$ cat config.mk
export PLATFORM = sky130hd
export DESIGN_NAME = ecdsa_der_to_raw_signature_unit
export DESIGN_NICKNAME = d
export VERILOG_FILES = /design/src/hw/rtl/edr_pkg.sv /design/src/hw/rtl/ecdsa_der_to_raw_signature_unit.sv /design/src/hw/rtl/edr_value_store.sv /design/src/hw/rtl/edr_parser.sv /design/src/hw/rtl/edr_readout.sv
export SDC_FILE = /design/constraint.sdc
export NUM_CORES = 1
export LEC_CHECK = 0
export ABC_AREA = 1
export BUFFER_PORTS_ARGS = -buffer_cell sky130_fd_sc_hd__buf_2
export CORE_MARGIN = 2
export CORE_UTILIZATION = 30
export DETAILED_ROUTE_END_ITERATION = 12
export GPL_ROUTABILITY_DRIVEN = 0
export GPL_TIMING_DRIVEN = 0
export SYNTH_ARGS = -nofsm -noshare
export SYNTH_HDL_FRONTEND = slang
export SYNTH_SLANG_ARGS = --single-unit
$ cat constraint.sdc
create_clock -name i_clk -period 6.5 [get_ports i_clk]
set_clock_uncertainty 0.1 [all_clocks]
set_input_delay 0.65 -clock i_clk [delete_from_list [all_inputs] [get_ports i_clk]]
set_output_delay 0.65 -clock i_clk [all_outputs]
set_load 0.02 [all_outputs]
$ cat src/hw/rtl/edr_pkg.sv
`default_nettype none
package edr_pkg;

    // Bytes held for each of R and S. Must be a power of two: the store
    // wraps its write and read pointers modulo this value.
    localparam int HALF_BYTES        = 32;
    localparam int MAX_ELEMENT_BYTES = 33;

    localparam int HALF_W  = $clog2(HALF_BYTES);
    localparam int CNT_W   = $clog2(MAX_ELEMENT_BYTES + 1);
    localparam int IDX_W   = HALF_W + 1;
    localparam int ADDR_W  = HALF_W + 2;
    localparam int DEPTH   = 4 * HALF_BYTES;
    localparam int COUNT_W = 9;

    localparam logic [COUNT_W-1:0] COUNT_MAX     = {COUNT_W{1'b1}};
    localparam logic [7:0]         TAG_SEQUENCE  = 8'h30;
    localparam logic [7:0]         TAG_INTEGER   = 8'h02;
    localparam logic [7:0]         LONG_FORM_ONE = 8'h81;
    localparam logic [IDX_W-1:0]   LAST_IDX      = IDX_W'(2 * HALF_BYTES - 1);

    typedef enum logic [3:0] {
        PH_SEQ_TAG,
        PH_SEQ_LEN,
        PH_SEQ_LEN_LONG,
        PH_R_TAG,
        PH_R_LEN,
        PH_R_LEN_LONG,
        PH_R_BODY,
        PH_S_TAG,
        PH_S_LEN,
        PH_S_LEN_LONG,
        PH_S_BODY,
        PH_DONE
    } t_phase;

    // Write request from the parser into the value store.
    typedef struct packed {
        logic              en;
        logic [ADDR_W-1:0] addr;
        logic [7:0]        data;
    } t_wr;

    // A finished signature handed from the parser to the readout.
    typedef struct packed {
        logic             valid;
        logic             error;
        logic [CNT_W-1:0] cnt_r;
        logic [CNT_W-1:0] cnt_s;
        logic             bank;
    } t_job;

endpackage
`default_nettype wire

$ cat src/hw/rtl/ecdsa_der_to_raw_signature_unit.sv
`default_nettype none
// DER to raw ECDSA signature converter (P-256 layout).
// Input channel: one DER byte per beat on i_in_byte, with i_in_last marking the
// final byte of a signature. A beat is taken when i_in_valid is high and
// o_in_stall is low. Bytes are taken at one per cycle; only a final byte can
// be stalled, and only while the previous signature is still being read out.
// Output channel: 64 beats, R then S, big-endian, with o_out_last on the last
// one, or a single beat with o_out_error and o_out_last set and a zero byte if
// the input was malformed. Results pass the job, read and output registers;
// beats follow one per cycle while i_out_stall is low.
// R and S bytes are written into a dual-bank value store as they arrive; the
// readout streams one bank while the parser fills the other, so all but the
// final byte of a following signature can be taken while results are still
// being delivered. The output pace is set by the single read port of that store.
// When the receiver raises i_out_stall the output beat and the read data
// behind it hold, and the readout pauses. Reset is synchronous and active low;
// it returns the parser to waiting for a sequence tag and drops any pending
// output. The store needs no clearing, since unwritten bytes read as padding.
module ecdsa_der_to_raw_signature_unit
    import edr_pkg::*;
(
    input  wire logic       i_clk,
    input  wire logic       i_rst_n,
    input  wire logic       i_in_valid,
    output logic            o_in_stall,
    input  wire logic [7:0] i_in_byte,
    input  wire logic       i_in_last,
    output logic            o_out_valid,
    input  wire logic       i_out_stall,
    output logic      [7:0] o_out_byte,
    output logic            o_out_last,
    output logic            o_out_error
);

    t_wr               wr;
    t_job              job;
    logic              busy;
    logic              accept;
    logic              rd_en;
    logic [ADDR_W-1:0] rd_addr;
    logic [7:0]        rdata;

    // The final byte waits until the readout has issued every read of the
    // bank that the parser is about to reuse.
    assign o_in_stall = i_in_last && busy;
    assign accept     = i_in_valid && !o_in_stall;

    edr_parser u_parser (
        .i_clk    (i_clk),
        .i_rst_n  (i_rst_n),
        .i_accept (accept),
        .i_byte   (i_in_byte),
        .i_last   (i_in_last),
        .o_wr     (wr),
        .o_job    (job)
    );

    edr_value_store u_store (
        .i_clk     (i_clk),
        .i_wr      (wr),
        .i_rd_en   (rd_en),
        .i_rd_addr (rd_addr),
        .o_rdata   (rdata)
    );

    edr_readout u_readout (
        .i_clk       (i_clk),
        .i_rst_n     (i_rst_n),
        .i_job       (job),
        .o_busy      (busy),
        .o_rd_en     (rd_en),
        .o_rd_addr   (rd_addr),
        .i_rdata     (rdata),
        .o_out_valid (o_out_valid),
        .i_out_stall (i_out_stall),
        .o_out_byte  (o_out_byte),
        .o_out_last  (o_out_last),
        .o_out_error (o_out_error)
    );

endmodule
`default_nettype wire

$ cat src/hw/rtl/edr_value_store.sv
`default_nettype none
module edr_value_store
    import edr_pkg::*;
(
    input  wire logic              i_clk,
    input  wire t_wr               i_wr,
    input  wire logic              i_rd_en,
    input  wire logic [ADDR_W-1:0] i_rd_addr,
    output logic      [7:0]        o_rdata
);

    logic [7:0] r_mem [DEPTH];
    logic [7:0] r_rdata;

    always_ff @(posedge i_clk) begin
        if (i_wr.en) begin
            r_mem[i_wr.addr] <= i_wr.data;
        end
    end

    // Read data holds while no new read is issued, which lets the readout
    // keep a stalled byte in place.
    always_ff @(posedge i_clk) begin
        if (i_rd_en) begin
            r_rdata <= r_mem[i_rd_addr];
        end
    end

    assign o_rdata = r_rdata;

endmodule
`default_nettype wire

$ cat src/hw/rtl/edr_parser.sv
`default_nettype none
module edr_parser
    import edr_pkg::*;
(
    input  wire logic       i_clk,
    input  wire logic       i_rst_n,
    input  wire logic       i_accept,
    input  wire logic [7:0] i_byte,
    input  wire logic       i_last,
    output t_wr             o_wr,
    output t_job            o_job
);

    t_phase               r_phase, n_phase;
    logic [7:0]           r_seq_len, n_seq_len;
    logic [COUNT_W-1:0]   r_count, n_count;
    logic [CNT_W-1:0]     r_remaining, n_remaining;
    logic [CNT_W-1:0]     r_cnt_r, n_cnt_r;
    logic [CNT_W-1:0]     r_cnt_s, n_cnt_s;
    logic                 r_error, n_error;
    logic                 r_bank, n_bank;

    always_ff @(posedge i_clk) begin
        if (!i_rst_n) begin
            r_phase     <= PH_SEQ_TAG;
            r_seq_len   <= '0;
            r_count     <= '0;
            r_remaining <= '0;
            r_cnt_r     <= '0;
            r_cnt_s     <= '0;
            r_error     <= 1'b0;
            r_bank      <= 1'b0;
        end else begin
            r_phase     <= n_phase;
            r_seq_len   <= n_seq_len;
            r_count     <= n_count;
            r_remaining <= n_remaining;
            r_cnt_r     <= n_cnt_r;
            r_cnt_s     <= n_cnt_s;
            r_error     <= n_error;
            r_bank      <= n_bank;
        end
    end

    always_comb begin
        n_phase     = r_phase;
        n_seq_len   = r_seq_len;
        n_count     = r_count;
        n_remaining = r_remaining;
        n_cnt_r     = r_cnt_r;
        n_cnt_s     = r_cnt_s;
        n_error     = r_error;
        n_bank      = r_bank;
        o_wr        = '0;
        o_job       = '0;

        if (i_accept) begin
            if (!r_error) begin
                // Everything after the sequence header counts toward its length.
                if (r_phase != PH_SEQ_TAG && r_phase != PH_SEQ_LEN &&
                    r_phase != PH_SEQ_LEN_LONG && r_count != COUNT_MAX) begin
                    n_count = r_count + 1'b1;
                end

                case (r_phase)
                    PH_SEQ_TAG: begin
                        if (i_byte == TAG_SEQUENCE) n_phase = PH_SEQ_LEN;
                        else n_error = 1'b1;
                    end
                    PH_SEQ_LEN: begin
                        if (!i_byte[7]) begin
                            n_seq_len = i_byte;
                            n_phase   = PH_R_TAG;
                        end else if (i_byte == LONG_FORM_ONE) begin
                            n_phase = PH_SEQ_LEN_LONG;
                        end else begin
                            n_error = 1'b1;
                        end
                    end
                    PH_SEQ_LEN_LONG: begin
                        n_seq_len = i_byte;
                        n_phase   = PH_R_TAG;
                    end
                    PH_R_TAG, PH_S_TAG: begin
                        if (i_byte != TAG_INTEGER) n_error = 1'b1;
                        else if (r_phase == PH_R_TAG) n_phase = PH_R_LEN;
                        else n_phase = PH_S_LEN;
                    end
                    PH_R_LEN, PH_S_LEN, PH_R_LEN_LONG, PH_S_LEN_LONG: begin
                        if ((r_phase == PH_R_LEN || r_phase == PH_S_LEN) && i_byte[7]) begin
                            if (i_byte != LONG_FORM_ONE) n_error = 1'b1;
                            else if (r_phase == PH_R_LEN) n_phase = PH_R_LEN_LONG;
                            else n_phase = PH_S_LEN_LONG;
                        end else if (i_byte > 8'(MAX_ELEMENT_BYTES)) begin
                            n_error = 1'b1;
                        end else if (i_byte == 8'd0) begin
                            // An empty integer leaves its value at zero.
                            if (r_phase == PH_R_LEN || r_phase == PH_R_LEN_LONG) begin
                                n_phase = PH_S_TAG;
                            end else begin
                                n_phase = PH_DONE;
                            end
                        end else begin
                            n_remaining = i_byte[CNT_W-1:0];
                            if (r_phase == PH_R_LEN || r_phase == PH_R_LEN_LONG) begin
                                n_phase = PH_R_BODY;
                            end else begin
                                n_phase = PH_S_BODY;
                            end
                        end
                    end
                    PH_R_BODY: begin
                        o_wr.en     = 1'b1;
                        o_wr.addr   = {r_bank, 1'b0, r_cnt_r[HALF_W-1:0]};
                        o_wr.data   = i_byte;
                        n_cnt_r     = r_cnt_r + 1'b1;
                        n_remaining = r_remaining - 1'b1;
                        if (r_remaining == CNT_W'(1)) n_phase = PH_S_TAG;
                    end
                    PH_S_BODY: begin
                        o_wr.en     = 1'b1;
                        o_wr.addr   = {r_bank, 1'b1, r_cnt_s[HALF_W-1:0]};
                        o_wr.data   = i_byte;
                        n_cnt_s     = r_cnt_s + 1'b1;
                        n_remaining = r_remaining - 1'b1;
                        if (r_remaining == CNT_W'(1)) n_phase = PH_DONE;
                    end
                    PH_DONE: begin
                    end
                    default: begin
                        n_error = 1'b1;
                    end
                endcase
            end

            if (i_last) begin
                o_job.valid = 1'b1;
                o_job.error = n_error || (n_phase != PH_DONE) ||
                              (n_count != {1'b0, n_seq_len});
                o_job.cnt_r = n_cnt_r;
                o_job.cnt_s = n_cnt_s;
                o_job.bank  = r_bank;
                n_phase     = PH_SEQ_TAG;
                n_seq_len   = '0;
                n_count     = '0;
                n_remaining = '0;
                n_cnt_r     = '0;
                n_cnt_s     = '0;
                n_error     = 1'b0;
                n_bank      = ~r_bank;
            end
        end
    end

endmodule
`default_nettype wire

$ cat src/hw/rtl/edr_readout.sv
`default_nettype none
module edr_readout
    import edr_pkg::*;
(
    input  wire logic              i_clk,
    input  wire logic              i_rst_n,
    input  wire t_job              i_job,
    output logic                   o_busy,
    output logic                   o_rd_en,
    output logic      [ADDR_W-1:0] o_rd_addr,
    input  wire logic [7:0]        i_rdata,
    output logic                   o_out_valid,
    input  wire logic              i_out_stall,
    output logic      [7:0]        o_out_byte,
    output logic                   o_out_last,
    output logic                   o_out_error
);

    logic             r_busy;
    t_job             r_job;
    logic [IDX_W-1:0] r_idx;
    logic             r_a_valid, r_a_zero, r_a_last, r_a_error;
    logic             r_o_valid, r_o_last, r_o_error;
    logic [7:0]       r_o_byte;

    logic             out_en, a_en, issue, final_beat;
    logic [CNT_W-1:0] cnt_sel;
    logic [CNT_W:0]   pos;

    assign out_en     = !r_o_valid || !i_out_stall;
    assign a_en       = !r_a_valid || out_en;
    assign issue      = r_busy && a_en;
    assign final_beat = r_job.error || (r_idx == LAST_IDX);

    // Byte i of a value holding cnt bytes sits at (i + cnt) modulo the half
    // width; positions ahead of the first stored byte read as zero padding.
    assign cnt_sel   = r_idx[HALF_W] ? r_job.cnt_s : r_job.cnt_r;
    assign pos       = (CNT_W + 1)'(r_idx[HALF_W-1:0]) + (CNT_W + 1)'(cnt_sel);
    assign o_rd_en   = issue;
    assign o_rd_addr = {r_job.bank, r_idx[HALF_W], pos[HALF_W-1:0]};
    assign o_busy    = r_busy;

    always_ff @(posedge i_clk) begin
        if (!i_rst_n) begin
            r_busy    <= 1'b0;
            r_idx     <= '0;
            r_a_valid <= 1'b0;
            r_o_valid <= 1'b0;
        end else begin
            if (i_job.valid) begin
                r_busy <= 1'b1;
                r_idx  <= '0;
            end else if (issue) begin
                if (final_beat) r_busy <= 1'b0;
                else r_idx <= r_idx + 1'b1;
            end
            if (a_en) r_a_valid <= issue;
            if (out_en) r_o_valid <= r_a_valid;
        end
    end

    always_ff @(posedge i_clk) begin
        if (i_job.valid) r_job <= i_job;
        if (issue) begin
            r_a_zero  <= r_job.error || (pos < (CNT_W + 1)'(HALF_BYTES));
            r_a_last  <= final_beat;
            r_a_error <= r_job.error;
        end
        if (out_en && r_a_valid) begin
            r_o_byte  <= r_a_zero ? 8'd0 : i_rdata;
            r_o_last  <= r_a_last;
            r_o_error <= r_a_error;
        end
    end

    assign o_out_valid = r_o_valid;
    assign o_out_byte  = r_o_byte;
    assign o_out_last  = r_o_last;
    assign o_out_error = r_o_error;

    a_no_load_while_busy: assert property (@(posedge i_clk) disable iff (!i_rst_n)
        r_busy |-> !i_job.valid)
        else $error("new signature handed over while readout busy");

    a_error_is_single: assert property (@(posedge i_clk) disable iff (!i_rst_n)
        (o_out_valid && o_out_error) |-> (o_out_last && o_out_byte == 8'd0))
        else $error("error result not a single zero beat");

    a_stage_holds: assert property (@(posedge i_clk) disable iff (!i_rst_n)
        (r_a_valid && !out_en) |=> (r_a_valid && $stable(i_rdata)))
        else $error("read stage lost a byte under stall");

    a_busy_ends_on_final: assert property (@(posedge i_clk) disable iff (!i_rst_n)
        (r_busy && !issue && !i_job.valid) |=> r_busy)
        else $error("readout went idle without issuing its final beat");

endmodule
`default_nettype wire

==> flow_summary.ini, run 1 <==
[drt]
vias = 33016
avgRoutedWirePerCell_um = 23.7
drtAntennaViolNets = 0
drcViolationCount = 0
firstDrtPassIters = 6
drt_iter0_drc = 4404
wl_um = 149000
viasPerCell = 5.25

[grt]
grt_util_all_layers = 0.185
grt_max_degree = 41
grt_antenna_before_repair = 2
first_global_vias = 31014
grt_pass1_wl_um = 213000
grt_overflow = 0

[layout]
postLayoutCellArea_mm2 = 0.0534
postLayoutCoreUtil = 0.348
layout.cells.non_filler = 6288
syn_to_final_growth_pct = 15.4
nets = 4175
drive_gt1_frac = 0.0914
multi_input_area_mm2 = 0.0120
seq_area_mm2 = 0.0328
fillers = 15024

[yosys]
synthXorXnorAreaFrac = 0.00208
synth_area_mm2 = 0.0463
synth-simple-area-share = 0.142
syn-num-nets = 4009
synth_commonest_cells = edfxtp_1, nor2_1, o21ai_0, nand2_1, o211ai_1
synth.area.mux_share = 0.000648
synthAdderAreaFrac = 0.00422
synthCells = 3981
async_flop_share = 0
synth_cell_types = 46
ys_seq_elements = 1109
synth_compound_area_frac = 0.108
synthTopCellsByArea = edfxtp_1, nor2_1, o21ai_0
synth_most_common_cell = edfxtp_1
synth_area_per_cell_um2 = 11.6
synth_warnings = 0
ys_seq_area_frac = 0.708
yosysTopAreaCell = edfxtp_1
synth_top_family_by_area = simple AND/OR/NAND/NOR gates
synth_top_area_share = 0.687
synth_edf_count = 1059
ys.flop_type = edfxtp_1

[clocking]
post_cts_resized = 0
cts_htree_levels = 3
clk_pin_slew_ps = 60
hold_buffers = 0
cts.sinks = 1109
numCtsBuffers = 112
clock_latency_ps = 720
post-cts-setup-buffers = 0
cts-root-buf = clkbuf_16
cts_buffer_depth = 3
cts_tree = yes

[setup_path]
start_kind = flip-flop
critical_path_class = reg -> reg
reg2reg_slack_ps = 650
worstPathRequired_ps = 6790
max_stage_delay_ps = 890
cp_cell_sequence = clkbuf_1 -> inv_1 -> clkbuf_1 -> nand2_1 -> nand2_1 -> ha_1 -> fa_1 -> xor2_1 -> inv_1 -> clkbuf_1 -> clkbuf_1 -> o211ai_1 -> nand3_1 -> nand2_1 -> nand2_1 -> nand3_1 -> nand3_1 -> nand2_1
r2r_cells = 18
end_kind = flip-flop
reg2reg_to = u_store.o_rdata[7]
r2r_start = u_readout.r_idx[5]
crit_top_cell = nand2_1
cp_data_arrival_time_ps = 6150
crit_fanout = 10
cp_slowest_cell = clkbuf_1

[placement]
io_buffers = 22
dp.cells = 6077
dp.final_hpwl_um = 105000
place_area_mm2 = 0.0497

[timing]
worstMarginPinSlew_ps = 1320
min_period_ps = 5850
hold_violations = 0
rsz0062_at_grt = false
fin_crit_sh = 0.900
setup_viol = 0
max_freq_ghz = 0.171
slew_headroom = 0.117
drv_slew = 0

[hold_path]
hold_path_class = in -> reg
min_to = u_readout.o_out_valid
min_path_cells = 3
hp-start = i_out_stall

[run_status]
outcome = complete, no violations

[power]
p_leak_nw = 16.4
power.density_mw_per_mm2 = 288
finalPower_mw = 15.4
ir_drop_mv = 0.229

[floorplanning]
rows = 144
dieArea_mm2 = 0.158
start_util = 0.301
die_x_um = 397
core-area_mm2 = 0.154
io-pin-count = 25
die_h_um = 397

[flow_run]
maxCapViolations = 0
[cell type report]
type                            instances  share of cell area
Sequential cell                      1109               0.614
Multi-Input combinational cell       2502               0.224
Clock buffer                          130              0.0543
Tap cell                             2044              0.0479
Buffer                                246              0.0206
Clock inverter                         80              0.0162
Timing Repair Buffer                   52              0.0139
Inverter                              124             0.00892
Antenna cell                            1           0.0000468
[how the worst max path moves through the flow]
stage / start / to / slack (ps) / cells after the start
after floorplan: i_in_last / u_store.r_mem[0][0] / 1220 / 8
after CTS: u_readout.r_idx[5] / u_store.o_rdata[4] / 830 / 17
final: u_readout.r_idx[5] / u_store.o_rdata[7] / 650 / 18
after global placement: i_in_last / u_store.r_mem[122][3] / -4680 / 8
after detailed placement: u_readout.r_idx[5] / u_store.o_rdata[4] / 860 / 17
after global routing: u_readout.r_idx[5] / u_store.o_rdata[4] / 400 / 18
[cells in the final DEF (no fill, tap or decap), types with 7 or more instances in the layout]
master     instances
nor3_1            12
buf_4             14
inv_2             15
buf_12            24
buf_1             28
o211ai_1         225
buf_2             87
clkbuf_1         149
edfxtp_1        1059
nand2_2           22
dfxtp_1           50
clkinv_2          20
nor2_1           950
nand2_4            7
ha_1              14
clkbuf_16        113
nand3_1          223
inv_1            104
o22ai_1           22
xor2_1            11
nand4_1           10
bufinv_16         17
o21ai_0          550
nor2_4            17
a21oi_1           49
nor2_2            13
clkinv_1          31
nand2_1          349
[state kept, by name (all words and copies together) (netlist names), 4 cells and up]
signal and cells:
u_parser.r_seq_len 8, u_store.r_mem 1024, u_store.o_rdata 8, u_readout.r_idx 6, u_readout.o_out_byte 8, u_parser.r_remaining 6, u_parser.r_cnt_s 6, u_readout.r_job 13
u_parser.r_cnt_r 6, u_parser.r_phase 4, u_parser.r_count 9
[where the power goes]
group	switching, mW	leakage, nW	internal (mW)
clock	2.80	1.83	3.87
sequential	0.00697	9.03	7.72
combinational	0.742	5.51	0.242
[through the flow]
step	setup slack (ps)	TNS (ps)	hold WS, ps
2_1_floorplan	1220	0	300
3_3_place_gp	-4680	-4188560	352
3_5_place_dp	860	0	313
4_1_cts	831	0	125
5_1_grt	403	0	166
6_report	648	0	150
[layer usage]
metal	part of all wire	track usage	up-vias
met3	0.096	0.0311	310
met1	0.41	0.252	16306
met2	0.45	0.289	1810
met5	0	0	-
met4	0.045	0.0796	0
li1	-	-	14590
[worst max-delay path, delay by kind of cell (launching register included)]
kind	cells	cell delay, ps
flip-flops	1	310
buffers and inverters	6	2740
XOR/XNOR	1	260
AND/OR/NAND/NOR	8	1120
AO/OA/AOI/OAI	1	340
adder cells (fa/ha/maj)	2	640
[cell families (layout without fill, tap and decap cells)]
logic type / after synthesis / after routing
simple gates: 1607 / 1607
mux: 3 / 3
fa+ha+maj: 15 / 15
compound gates: 866 / 866
xor+xnor: 11 / 11
other cells: 0 / 1
flops: 1109 / 1109
buf+inv: 370 / 632
(Power assumes the default switching activity.)
==> run 2, diff against run 1 <==
--- a/config.mk
+++ b/config.mk
@@ -6,12 +6,14 @@
 export NUM_CORES = 1
 export LEC_CHECK = 0
 export ABC_AREA = 1
-export BUFFER_PORTS_ARGS = -buffer_cell sky130_fd_sc_hd__buf_2
 export CORE_MARGIN = 2
-export CORE_UTILIZATION = 30
+export CORE_UTILIZATION = 60
 export DETAILED_ROUTE_END_ITERATION = 12
+export DONT_BUFFER_PORTS = 1
 export GPL_ROUTABILITY_DRIVEN = 0
 export GPL_TIMING_DRIVEN = 0
+export PLACE_DENSITY = 0.76
+export REMOVE_ABC_BUFFERS = 1
 export SYNTH_ARGS = -nofsm -noshare
 export SYNTH_HDL_FRONTEND = slang
 export SYNTH_SLANG_ARGS = --single-unit
==> run 2 against run 1 <==
Compared with the run above:
- power fell by 4.1%
- maximum frequency down 6.3%
- combinational power decreased by 17%
- largest cell class unchanged
==> flow_summary.ini, run 2 (synthesis gave the netlist of run 1 again) <==
[run_status]
outcome = complete, no violations

[layout]
nets = 3923
layout_commonest_cell = edfxtp_1
fillers = 5185
largest_register = u_store.r_mem
largest_reg_flops = 1024
seq_area_mm2 = 0.0328
top_regs = u_store.r_mem (1024), u_readout.r_job (13), u_parser.r_count (9)
syn_to_final_growth_pct = 11.0
antenna-diode-count = 0
multi_input_area_mm2 = 0.0121
drive_gt1_frac = 0.0741
postLayoutCellArea_mm2 = 0.0514
postLayoutCoreUtil = 0.674
mostFrequentLayoutCells = edfxtp_1, nor2_1, o21ai_0

[timing]
slew_headroom = 0.131
worstMarginPinSlew_ps = 1300
drv_slew = 0
setup_ws_ps = 254
min_period_ps = 6250
fin_crit_sh = 0.961
hold_violations = 0
tns_ps = 0
setup_viol = 0
rsz0062_at_grt = false
max_freq_ghz = 0.160

[drt]
wl_um = 111000
drcViolationCount = 0
avgRoutedWirePerCell_um = 22.2
vias = 30757
drt_iter0_drc = 4296
firstDrtPassIters = 7
drtAntennaViolNets = 0
viasPerCell = 6.14

[grt]
grt_util_all_layers = 0.278
grt_max_degree = 262
grt_overflow = 0
grt_antenna_before_repair = 0
grt_pass1_wl_um = 167000
first_global_vias = 29151

[setup_path]
crit_fanout = 261
end_kind = flip-flop
start_kind = flip-flop
worstPathRequired_ps = 6820
cp_data_arrival_time_ps = 6560
critical_path_class = reg -> reg

[power]
p_seq_frac = 0.524
p_leak_nw = 15.9
power_switching_mw = 3.19
combPwrFrac = 0.056
ir_drop_mv = 0.230
intPower_mw = 11.6
p_clk_frac = 0.420
switching_share = 0.216
power.density_mw_per_mm2 = 287

[clocking]
clk_pin_slew_ps = 60
cts_htree_levels = 3
cts_tree = yes
numCtsBuffers = 106
hold_buffers = 0
cts.sinks = 1109
cts-root-buf = clkbuf_16
cts_buffer_depth = 3
clock_latency_ps = 680

[placement]
io_buffers = 0
place_area_mm2 = 0.0479
dp.final_hpwl_um = 64500
pre_cts_ws_ps = -505

[floorplanning]
rows = 101
core-area_mm2 = 0.0762
die_h_um = 282
die_x_um = 282
io-pin-count = 25
start_util = 0.608
dieArea_mm2 = 0.0794

[hold_path]
hold_path_class = in -> reg

[flow_run]
maxCapViolations = 0
run 2: cell count changes in the layout (fill, tap and decap cells not counted), sizes merged:
cell and delta:
buf -114, clkinvlp -2, inv -2, bufinv -5, clkbuf -128, clkinv -10
diode -1
run 2: per-layer routing:
metal,up-vias,share of wire,track usage
met5,-,0,0
met4,0,0.035,0.109
met3,222,0.11,0.0510
met2,1664,0.47,0.438
met1,14827,0.39,0.389
li1,14044,-,-
run 2: path summary, 6_finish.rpt:
check                startpoint                 endpoint  slack (ps)  cells past startpoint
max          u_readout.r_idx[5]       u_store.o_rdata[1]         250                     19
min                     i_rst_n  u_parser.r_remaining[1]          30                      2
max reg2reg  u_readout.r_idx[5]       u_store.o_rdata[1]         250                     19
min reg2reg  u_readout.r_a_last     u_readout.o_out_last         350                      0
run 2: metrics by stage:
step	hold slack, ps	total power, mW	std cells
finish	29.9	14.8	5012
global route	30.8	15.1	5012
CTS	11.8	14.8	5011
detailed placement	312	8.69	4816
global placement	339	8.79	4765
floorplan	300	8.47	3735
run 2: worst max-delay path: stages (launching register included):
cell and delay [ps]:
dfxtp_4 620, clkinvlp_4 440, nand2_1 140, nand2_1 100, ha_4 570, buf_16 310, buf_16 290, buf_16 330
buf_16 290, inv_16 40, buf_16 360, buf_16 410, o21ai_0 430, o211ai_1 210, nand3_1 140, nand2_1 70
nand2_1 60, nand3_1 190, nand3_1 320, nand2_1 100
run 2: timing repair:
action	CTS	global route
gates cloned	0	1
pin swaps	0	0
setup buffers	0	0
setup endpoints to repair	8	8
endpoints found under the hold margin	0	0
gates resized for setup	1	2
run 2: cell type report:
class                   count  area share
repair inverters            1   0.0000974
clock inverters            60      0.0122
well taps                1030      0.0251
multi-input cells        2502       0.235
inverters                 124     0.00976
clock buffers             135      0.0560
repair buffers             51      0.0237
flip-flops and latches   1109       0.638
run 2: power by group through the flow:
stage | combinational, mW | sequential, mW | clock (mW)
final | 0.820 | 7.73 | 6.20
after global routing | 0.895 | 7.73 | 6.49
after CTS | 0.808 | 7.73 | 6.22
after detailed placement | 0.801 | 7.88 | 0
after global placement | 0.908 | 7.88 | 0
after floorplan | 0.595 | 7.88 | 0
